[src/design/stq_pkg.sv]
// Shared types and codes for the software timer queue.
package stq_pkg;

    // Operation codes
    localparam logic [1:0] OP_CREATE = 2'd0;
    localparam logic [1:0] OP_CANCEL = 2'd1;
    localparam logic [1:0] OP_TICK   = 2'd2;
    localparam logic [1:0] OP_CLEAR  = 2'd3;

    // Status codes
    localparam logic [1:0] ST_OK      = 2'd0;
    localparam logic [1:0] ST_FULL    = 2'd1;
    localparam logic [1:0] ST_REFUSED = 2'd2;

    // Back-end state machine
    typedef enum logic [2:0] {
        BK_IDLE,
        BK_CMD,
        BK_SCAN,
        BK_FIRE,
        BK_DONE
    } bk_state_t;

endpackage

[src/design/stq_cmd_fifo.sv]
// Short command queue between the front end and the back end.
module stq_cmd_fifo import stq_pkg::*; #(
    parameter int WIDTH = 8
) (
    input  logic             clk,
    input  logic             rst_n,
    input  logic             push,
    input  logic [WIDTH-1:0] push_data,
    output logic             full,
    input  logic             pop,
    output logic [WIDTH-1:0] pop_data,
    output logic             not_empty
);

    logic [WIDTH-1:0] mem_reg [2];
    logic             wptr_reg;
    logic             wptr_next;
    logic             rptr_reg;
    logic             rptr_next;
    logic [1:0]       cnt_reg;
    logic [1:0]       cnt_next;

    assign full      = (cnt_reg == 2'd2);
    assign not_empty = (cnt_reg != 2'd0);
    assign pop_data  = mem_reg[rptr_reg];

    // Pointer and count update
    always_comb
    begin
        wptr_next = wptr_reg ^ push;
        rptr_next = rptr_reg ^ pop;
        cnt_next  = cnt_reg + {1'b0, push} - {1'b0, pop};
    end

    always_ff @(posedge clk or negedge rst_n)
    begin
        if (!rst_n)
        begin
            wptr_reg <= 1'b0;
            rptr_reg <= 1'b0;
            cnt_reg  <= 2'd0;
        end
        else
        begin
            wptr_reg <= wptr_next;
            rptr_reg <= rptr_next;
            cnt_reg  <= cnt_next;
        end
    end

    // Entry storage
    always_ff @(posedge clk)
    begin
        if (push)
        begin
            mem_reg[wptr_reg] <= push_data;
        end
    end

endmodule

[src/design/stq_engine.sv]
// Back end: slot table, command execution and expiry scan.
module stq_engine import stq_pkg::*; #(
    parameter int SLOTS     = 16,
    parameter int TIME_BITS = 48
) (
    input  logic                 clk,
    input  logic                 rst_n,
    input  logic                 cmd_valid,
    input  logic [1:0]           cmd_op,
    input  logic [TIME_BITS-1:0] cmd_now,
    input  logic [31:0]          cmd_delay,
    input  logic [31:0]          cmd_period,
    input  logic [3:0]           cmd_id,
    output logic                 cmd_pop,
    output logic                 res_strobe,
    output logic [1:0]           status,
    output logic [3:0]           timer_id_res,
    output logic                 fired,
    output logic                 last
);

    localparam int IW = (SLOTS > 1) ? $clog2(SLOTS) : 1;
    localparam int AW = ((TIME_BITS > 32) ? TIME_BITS : 32) + 1;
    localparam logic [TIME_BITS-1:0] TMAX = {TIME_BITS{1'b1}};

    bk_state_t state_reg;
    bk_state_t state_next;

    logic [SLOTS-1:0]     used_reg;
    logic [SLOTS-1:0]     canc_reg;
    logic [SLOTS-1:0]     seen_reg;
    logic [TIME_BITS-1:0] exp_reg [SLOTS];
    logic [31:0]          per_reg [SLOTS];

    logic [1:0]           op_reg;
    logic [TIME_BITS-1:0] now_reg;
    logic [31:0]          delay_reg;
    logic [31:0]          period_reg;
    logic [3:0]           id_reg;

    // scan walk
    logic [IW-1:0]        idx_reg;
    logic                 best_ok_reg;
    logic [IW-1:0]        best_reg;
    logic [TIME_BITS-1:0] best_exp_reg;

    // pending output (held to set last)
    logic                 pend_reg;
    logic [3:0]           pend_id_reg;

    logic                 free_ok;
    logic [IW-1:0]        free_idx;
    logic                 cand;
    logic                 scan_end;
    logic [AW-1:0]        sum_w;
    logic [TIME_BITS-1:0] add_b;
    logic [31:0]          add_inc;
    logic [TIME_BITS-1:0] add_res;
    logic                 id_in_range;

    // lowest free slot
    always_comb
    begin
        free_ok  = 1'b0;
        free_idx = '0;
        for (int i = SLOTS - 1; i >= 0; i--)
        begin
            if (!used_reg[i])
            begin
                free_ok  = 1'b1;
                free_idx = IW'(i);
            end
        end
    end

    // saturating adder shared by create and re-arm
    always_comb
    begin
        add_b   = now_reg;
        add_inc = (op_reg == OP_CREATE) ? delay_reg : per_reg[best_reg];
        sum_w   = AW'(add_b) + AW'(add_inc);
        add_res = (sum_w > AW'(TMAX)) ? TMAX : sum_w[TIME_BITS-1:0];
    end

    assign id_in_range = ({28'd0, id_reg} < 32'(SLOTS));
    assign cand = used_reg[idx_reg] && !seen_reg[idx_reg] && (exp_reg[idx_reg] <= now_reg)
                  && (!best_ok_reg || (exp_reg[idx_reg] < best_exp_reg));
    assign scan_end = (idx_reg == IW'(SLOTS - 1));

    // next state
    always_comb
    begin
        state_next = state_reg;
        unique case (state_reg)
            BK_IDLE: if (cmd_valid) state_next = BK_CMD;
            BK_CMD:  state_next = (op_reg == OP_TICK) ? BK_SCAN : BK_IDLE;
            BK_SCAN: if (scan_end) state_next = BK_FIRE;
            BK_FIRE: state_next = best_ok_reg ? BK_SCAN : BK_DONE;
            BK_DONE: state_next = BK_IDLE;
            default: state_next = BK_IDLE;
        endcase
    end

    // outputs
    always_comb
    begin
        cmd_pop      = (state_reg == BK_IDLE) && cmd_valid;
        res_strobe   = 1'b0;
        status       = ST_OK;
        timer_id_res = 4'd0;
        fired        = 1'b0;
        last         = 1'b0;
        unique case (state_reg)
            BK_CMD:
            begin
                if (op_reg == OP_CREATE)
                begin
                    res_strobe   = 1'b1;
                    last         = 1'b1;
                    status       = free_ok ? ST_OK : ST_FULL;
                    timer_id_res = free_ok ? 4'(free_idx) : 4'd0;
                end
                else if (op_reg == OP_CANCEL)
                begin
                    res_strobe   = 1'b1;
                    last         = 1'b1;
                    timer_id_res = id_reg;
                    status = (id_in_range && used_reg[IW'(id_reg)] && !canc_reg[IW'(id_reg)])
                             ? ST_OK : ST_REFUSED;
                end
            end
            BK_FIRE:
            begin
                // previous fire is emitted once the next live one is known
                if (pend_reg && best_ok_reg && !canc_reg[best_reg])
                begin
                    res_strobe   = 1'b1;
                    fired        = 1'b1;
                    timer_id_res = pend_id_reg;
                end
            end
            BK_DONE:
            begin
                if (pend_reg)
                begin
                    res_strobe   = 1'b1;
                    fired        = 1'b1;
                    last         = 1'b1;
                    timer_id_res = pend_id_reg;
                end
            end
            default: ;
        endcase
    end

    // control registers
    always_ff @(posedge clk or negedge rst_n)
    begin
        if (!rst_n)
        begin
            state_reg     <= BK_IDLE;
            used_reg      <= '0;
            canc_reg      <= '0;
            seen_reg      <= '0;
            idx_reg       <= '0;
            best_ok_reg   <= 1'b0;
            pend_reg      <= 1'b0;
        end
        else
        begin
            state_reg <= state_next;
            unique case (state_reg)
                BK_CMD:
                begin
                    seen_reg    <= '0;
                    idx_reg     <= '0;
                    best_ok_reg <= 1'b0;
                    pend_reg    <= 1'b0;
                    if (op_reg == OP_CREATE && free_ok)
                    begin
                        used_reg[free_idx] <= 1'b1;
                        canc_reg[free_idx] <= 1'b0;
                    end
                    else if (op_reg == OP_CANCEL && id_in_range
                             && used_reg[IW'(id_reg)])
                    begin
                        canc_reg[IW'(id_reg)] <= 1'b1;
                    end
                    else if (op_reg == OP_CLEAR)
                    begin
                        used_reg <= '0;
                        canc_reg <= '0;
                    end
                end
                BK_SCAN:
                begin
                    if (cand)
                    begin
                        best_ok_reg <= 1'b1;
                    end
                    if (!scan_end)
                    begin
                        idx_reg <= idx_reg + IW'(1);
                    end
                end
                BK_FIRE:
                begin
                    idx_reg     <= '0;
                    best_ok_reg <= 1'b0;
                    if (best_ok_reg)
                    begin
                        seen_reg[best_reg] <= 1'b1;
                        if (canc_reg[best_reg])
                        begin
                            used_reg[best_reg] <= 1'b0;
                            canc_reg[best_reg] <= 1'b0;
                        end
                        else
                        begin
                            pend_reg <= 1'b1;
                            if (per_reg[best_reg] == 32'd0)
                            begin
                                used_reg[best_reg] <= 1'b0;
                            end
                        end
                    end
                end
                BK_DONE: pend_reg <= 1'b0;
                default: ;
            endcase
        end
    end

    // payload registers
    always_ff @(posedge clk)
    begin
        if (cmd_pop)
        begin
            op_reg     <= cmd_op;
            now_reg    <= cmd_now;
            delay_reg  <= cmd_delay;
            period_reg <= cmd_period;
            id_reg     <= cmd_id;
        end
        if (state_reg == BK_CMD && op_reg == OP_CREATE && free_ok)
        begin
            exp_reg[free_idx] <= add_res;
            per_reg[free_idx] <= period_reg;
        end
        if (state_reg == BK_SCAN && cand)
        begin
            best_reg     <= idx_reg;
            best_exp_reg <= exp_reg[idx_reg];
        end
        if (state_reg == BK_FIRE && best_ok_reg && !canc_reg[best_reg])
        begin
            pend_id_reg <= 4'(best_reg);
            if (per_reg[best_reg] != 32'd0)
            begin
                exp_reg[best_reg] <= add_res;
            end
        end
    end

endmodule

[src/design/software_timer_queue_unit.sv]
// Top level of the software timer queue.
//
//  Channel  | Handshake            | Ports
//  command  | start & !busy        | op, now, delay, period, timer_id
//  result   | res_valid (strobe)   | status, timer_id_res, fired, last
//
// Create and cancel results come from the back end's command state, once the item has passed
// the queue and the payload registers; the back end spends an idle and a command state on each create, cancel or clear.
// A tick holds the back end for one scan of the table per expired slot, plus a closing scan and a done state:
// one slot of the table is compared per cycle in the search for the earliest.
// Reset empties the table at once; no clearing pass.
// Results cannot be stalled; busy rises while the two-entry queue is full.
module software_timer_queue_unit import stq_pkg::*; #(
    parameter int SLOTS     = 16,
    parameter int TIME_BITS = 48
) (
    input  logic                 clk,
    input  logic                 rst_n,
    input  logic                 start,
    output logic                 busy,
    input  logic [1:0]           op,
    input  logic [TIME_BITS-1:0] now,
    input  logic [31:0]          delay,
    input  logic [31:0]          period,
    input  logic [3:0]           timer_id,
    output logic                 res_valid,
    output logic [1:0]           status,
    output logic [3:0]           timer_id_res,
    output logic                 fired,
    output logic                 last
);

    localparam int CW = 2 + TIME_BITS + 32 + 32 + 4;

    logic          full;
    logic          not_empty;
    logic          pop;
    logic [CW-1:0] pop_data;

    assign busy = full;

    stq_cmd_fifo #(.WIDTH(CW)) u_fifo (
        .clk       (clk),
        .rst_n     (rst_n),
        .push      (start && !full),
        .push_data ({op, now, delay, period, timer_id}),
        .full      (full),
        .pop       (pop),
        .pop_data  (pop_data),
        .not_empty (not_empty)
    );

    stq_engine #(.SLOTS(SLOTS), .TIME_BITS(TIME_BITS)) u_engine (
        .clk          (clk),
        .rst_n        (rst_n),
        .cmd_valid    (not_empty),
        .cmd_op       (pop_data[CW-1 -: 2]),
        .cmd_now      (pop_data[CW-3 -: TIME_BITS]),
        .cmd_delay    (pop_data[67:36]),
        .cmd_period   (pop_data[35:4]),
        .cmd_id       (pop_data[3:0]),
        .cmd_pop      (pop),
        .res_strobe   (res_valid),
        .status       (status),
        .timer_id_res (timer_id_res),
        .fired        (fired),
        .last         (last)
    );

endmodule

[config.mk]
export PLATFORM = sky130hd
export DESIGN_NAME = software_timer_queue_unit
export DESIGN_NICKNAME = d
export VERILOG_FILES = /design/src/design/stq_pkg.sv /design/src/design/stq_cmd_fifo.sv /design/src/design/stq_engine.sv /design/src/design/software_timer_queue_unit.sv
export SDC_FILE = /design/constraint.sdc
export NUM_CORES = 2
export LEC_CHECK = 0
export BUFFER_PORTS_ARGS = -buffer_cell sky130_fd_sc_hd__buf_2
export CORE_MARGIN = 2
export CORE_UTILIZATION = 50
export DETAILED_ROUTE_END_ITERATION = 12
export PLACE_DENSITY = 0.67
export SYNTH_ARGS = -nofsm -noshare
export SYNTH_HDL_FRONTEND = slang
export SYNTH_SLANG_ARGS = --single-unit
[constraint.sdc]
create_clock -name clk -period 7.8 [get_ports clk]
set_input_delay 1.17 -clock clk [delete_from_list [all_inputs] [get_ports clk]]
set_output_delay 1.17 -clock clk [all_outputs]
set_load 0.03 [all_outputs]
==> metrics.md <==
| Metric | Value |
|---|---|
| WL/cell | 28.3 um |
| FILL cells | around 11000 |
| Vias per cell | a little over 6 |
| Placed cell count | between 5000 and 6000 |
| RSZ-0062 raised after global routing | false |
| DRT Pass-1 Iters | 7 |
| Die ar. | roughly 140000 um2 |
| Layout area overhead | 12.8% |
| PwrDens | between 400 and 500 nW/um2 |
| Post-synthesis net count | 3902 |
| DRT iter0 DRCs | between 4000 and 5000 |
| Syn Std Cell Area | 70900 um2 |
| Global route overflow | 0 |
| Vias in the first global route | ~36000 |
| Syn Inst Count | 3648 |
| Storage element area | 52400 um2 |
| Multi-input logic area | between 15000 and 20000 um2 |
| Clk buf depth | 3 |
| Final hold vios | 0 |
| CTS tree | done |
| Count of different cell masters after synthesis | between 60 and 70 |
| Clock Latency Late Sink | 0.83 ns |
| Avg Cell Area, Syn | between 15 and 20 um2 |
| Drt drc | 0 |
| Max-Cap Viols | 0 |
| GRT Total Usage | ~23% |
| Number of antenna diodes | 0 |
| Final #Nets | about 4100 |
| CTS Buf Count | 175 |
| Cts repair resizes | 0 |
| Fin Clk Skew | 0.0458 ns |
| Final Setup Violations | 0 |
| Yosys Warn Count | 0 |
| Status | finished, final reports clean |
| Normalized max-slew margin | around 15% |
| R2r setup slk | ~1.3 ns |
| Initial Util | around half |
| Root buffer cell | clkbuf_16 |
| CTS Hold Buffers Added | 0 |
| Slew Limit Fails | 0 |
| H-tree Lvls | 4 |
| Seq/Total Area, Yosys | about three quarters |
| Clock slew at reported path FFs | approximately 0.06 ns |
| CTS Sinks | about 1800 |
| Synthesis-stage register bit count | between 1500 and 2000 |
| Postcts setup bufs | 0 |
| Max Fanout on Critical Path | 27 |
| R2r endpoint | u_engine.exp_reg[0][27] |
| Pin count of the biggest net entering global routing | roughly 100 |
| Final Non-Filler Cells | 5917 |
| CP Capture Type | flip-flop |
| I/O pin count | between 100 and 150 |
| Share of cells above drive strength 1 | a little over a quarter |
| Min-Delay Path Class | flip-flop to flip-flop |
| Via Count | between 30000 and 40000 |
| Initial antenna violation count | 5 |
| CP endpoint | u_engine.exp_reg[0][27] |
| Setup Total Neg Slack | 0 ns |
| Final min period | between 6 and 7 ns |
| DIE HEIGHT | around 380 um |
| Slew of the pin with the lowest slew margin | between 1 and 1.5 ns |
| Worst reg2reg path depth | 17 |
| GP Congestion | 0.893 |
| Critical path class | flip-flop to flip-flop |
| Asr flop ratio synth | 3.48% |
| FP Rows | approximately 140 |
| Worst Path Arrival | a little under 7 ns |
| Post-DP HPWL | 96.9 mm |
| Die width | 381 um |
| IO buf count | between 100 and 150 |
| Main synth FF type | edfxtp_1 |
| Maximum vdd drop | ~0.0003 V |
| Number of synthesized flops with an enable pin | between 1500 and 2000 |
| Core Region | roughly 140000 um2 |
| Pleak | ~26 nW |
| Max reg flops | about 770 |
| Total Wirelength | about 170 mm |
| First-pass GRT wire length | ~240 mm |
| Routed Antenna Nets | 0 |
| Worst setup SP type | flip-flop |
| Max Fclk | around 160 MHz |
| Required @ worst endpoint | between 8 and 9 ns |
| Tcrit/Tclk final | between 80% and 90% |
-- synthesized netlist by cell type, drive strengths merged, types with 9 or more instances --
cell	number	area (um2)
edfxtp	1690	50700
mux4	386	8690
mux2	155	1750
nand2	154	578
ha	132	1650
inv	122	458
a21oi	113	566
clkbuf	113	424
nor2	111	417
o21ai	91	455
a21o	63	473
dfrtp	61	1530
buf	49	244
a22oi	42	315
nand4	41	257
xnor2	27	236
nor3	25	125
nor2b	23	144
a31oi	21	131
nand2b	20	125
nand3	20	100
o22ai	18	113
xor2	15	131
o31ai	12	90.1
or2	12	75.1
a211oi	11	82.6
mux2i	10	100
nor4	9	56.3
o211ai	9	67.6
o21a	9	67.6
-- how the worst min path moves through the flow --
stage	from	endpoint	slack [ns]	cells past startpoint
finish	u_engine.seen_reg[13]	u_engine.seen_reg[13]	0.49	2
global route	delay[20]	u_fifo.mem_reg[1][56]	0.50	1
CTS	period[14]	u_fifo.mem_reg[0][18]	0.47	1
detailed placement	u_engine.seen_reg[13]	u_engine.seen_reg[13]	0.48	2
global placement	u_engine.seen_reg[12]	u_engine.seen_reg[12]	0.47	2
floorplan	u_engine.idx_reg[3]	u_engine.best_reg[3]	0.42	0
-- layout by cell type (no fill, tap or decap), drive strengths merged, types with 7 or more instances in the layout --
master    synthesis  routed
edfxtp         1690    1690
mux4            386     386
clkbuf          113     222
buf              49     222
mux2            155     155
nand2           154     154
ha              132     132
inv             122     130
a21oi           113     113
nor2            111     111
o21ai            91      91
clkinv            0      73
a21o             63      63
dfrtp            61      61
a22oi            42      42
nand4            41      41
xnor2            27      27
nor3             25      25
nor2b            23      23
a31oi            21      21
nand2b           20      20
nand3            20      20
o22ai            18      18
xor2             15      15
o31ai            12      12
or2              12      12
a211oi           11      11
mux2i            10      10
o211ai            9       9
o21a              9       9
nor4              9       9
bufinv            0       9
and2              8       8
and3              8       8
o21bai            7       7
clkinvlp          0       7
-- power by group --
group | switching, mW | internal (mW)
Combinational | 6.02 | 3.04
Clock | 3.55 | 4.54
Sequential | 1.00 | 14.2
-- through the flow --
stage	total power [mW]	hold slack [ns]	utilization, %	setup slack, ns	area (um2)
floorplan	21.0	0.423	-	0.777	70900
global placement	24.2	0.471	52.8	1.44	74500
detailed placement	24.4	0.476	52.8	1.42	74500
CTS	32.5	0.470	56.7	1.34	80000
global route	33.8	0.499	56.7	0.775	80000
finish	32.4	0.488	56.7	1.35	80000
-- worst max-delay path: stages (launching register included) --
cell and delay [ns]:
dfxtp_4 0.73, buf_12 0.30, buf_4 0.27, mux4_2 0.53, a22oi_1 0.18, nand2_1 0.17, mux2_2 0.30, ha_1 0.19
a21o_1 0.18, a21o_1 0.21, a211oi_1 0.37, o21ai_0 0.21, a2111oi_0 0.80, o31ai_1 0.29, a221oi_1 0.55, o21ai_0 0.19
xnor2_1 0.20, nand2_1 0.33
-- final cells by class --
type	instances	area share (%)
multi-input combinational	1609	22.3
sequential	1755	65.4
clock inverter	97	1.11
inverter	122	0.572
tap	1890	2.95
clock buffer	222	5.80
timing repair buffer	222	1.83
-- kinds of logic (layout without fill, tap and decap cells) --
logic type	Yosys count	count (layout)	share of synthesized area [%]
muxes	551	551	14.9
DFF	1755	1755	73.8
buffers and inverters	284	663	1.59
adders and majority gates	133	133	2.36
xor gates and xnor gates	42	42	0.519
AOI/OAI and AO/OA	440	440	3.95
and+or+nand+nor	443	443	2.91
-- routing by layer --
layer / track usage (%) / up-vias / share of wire (%)
met2: 35.6 / 1527 / 47
met4: 6.14 / 4 / 2.3
met5: 0 / - / 0.014
met1: 34.3 / 18894 / 43
met3: 4.19 / 239 / 7.6
li1: - / 15364 / -
Note: power is estimated with default switching activity, not from simulation.
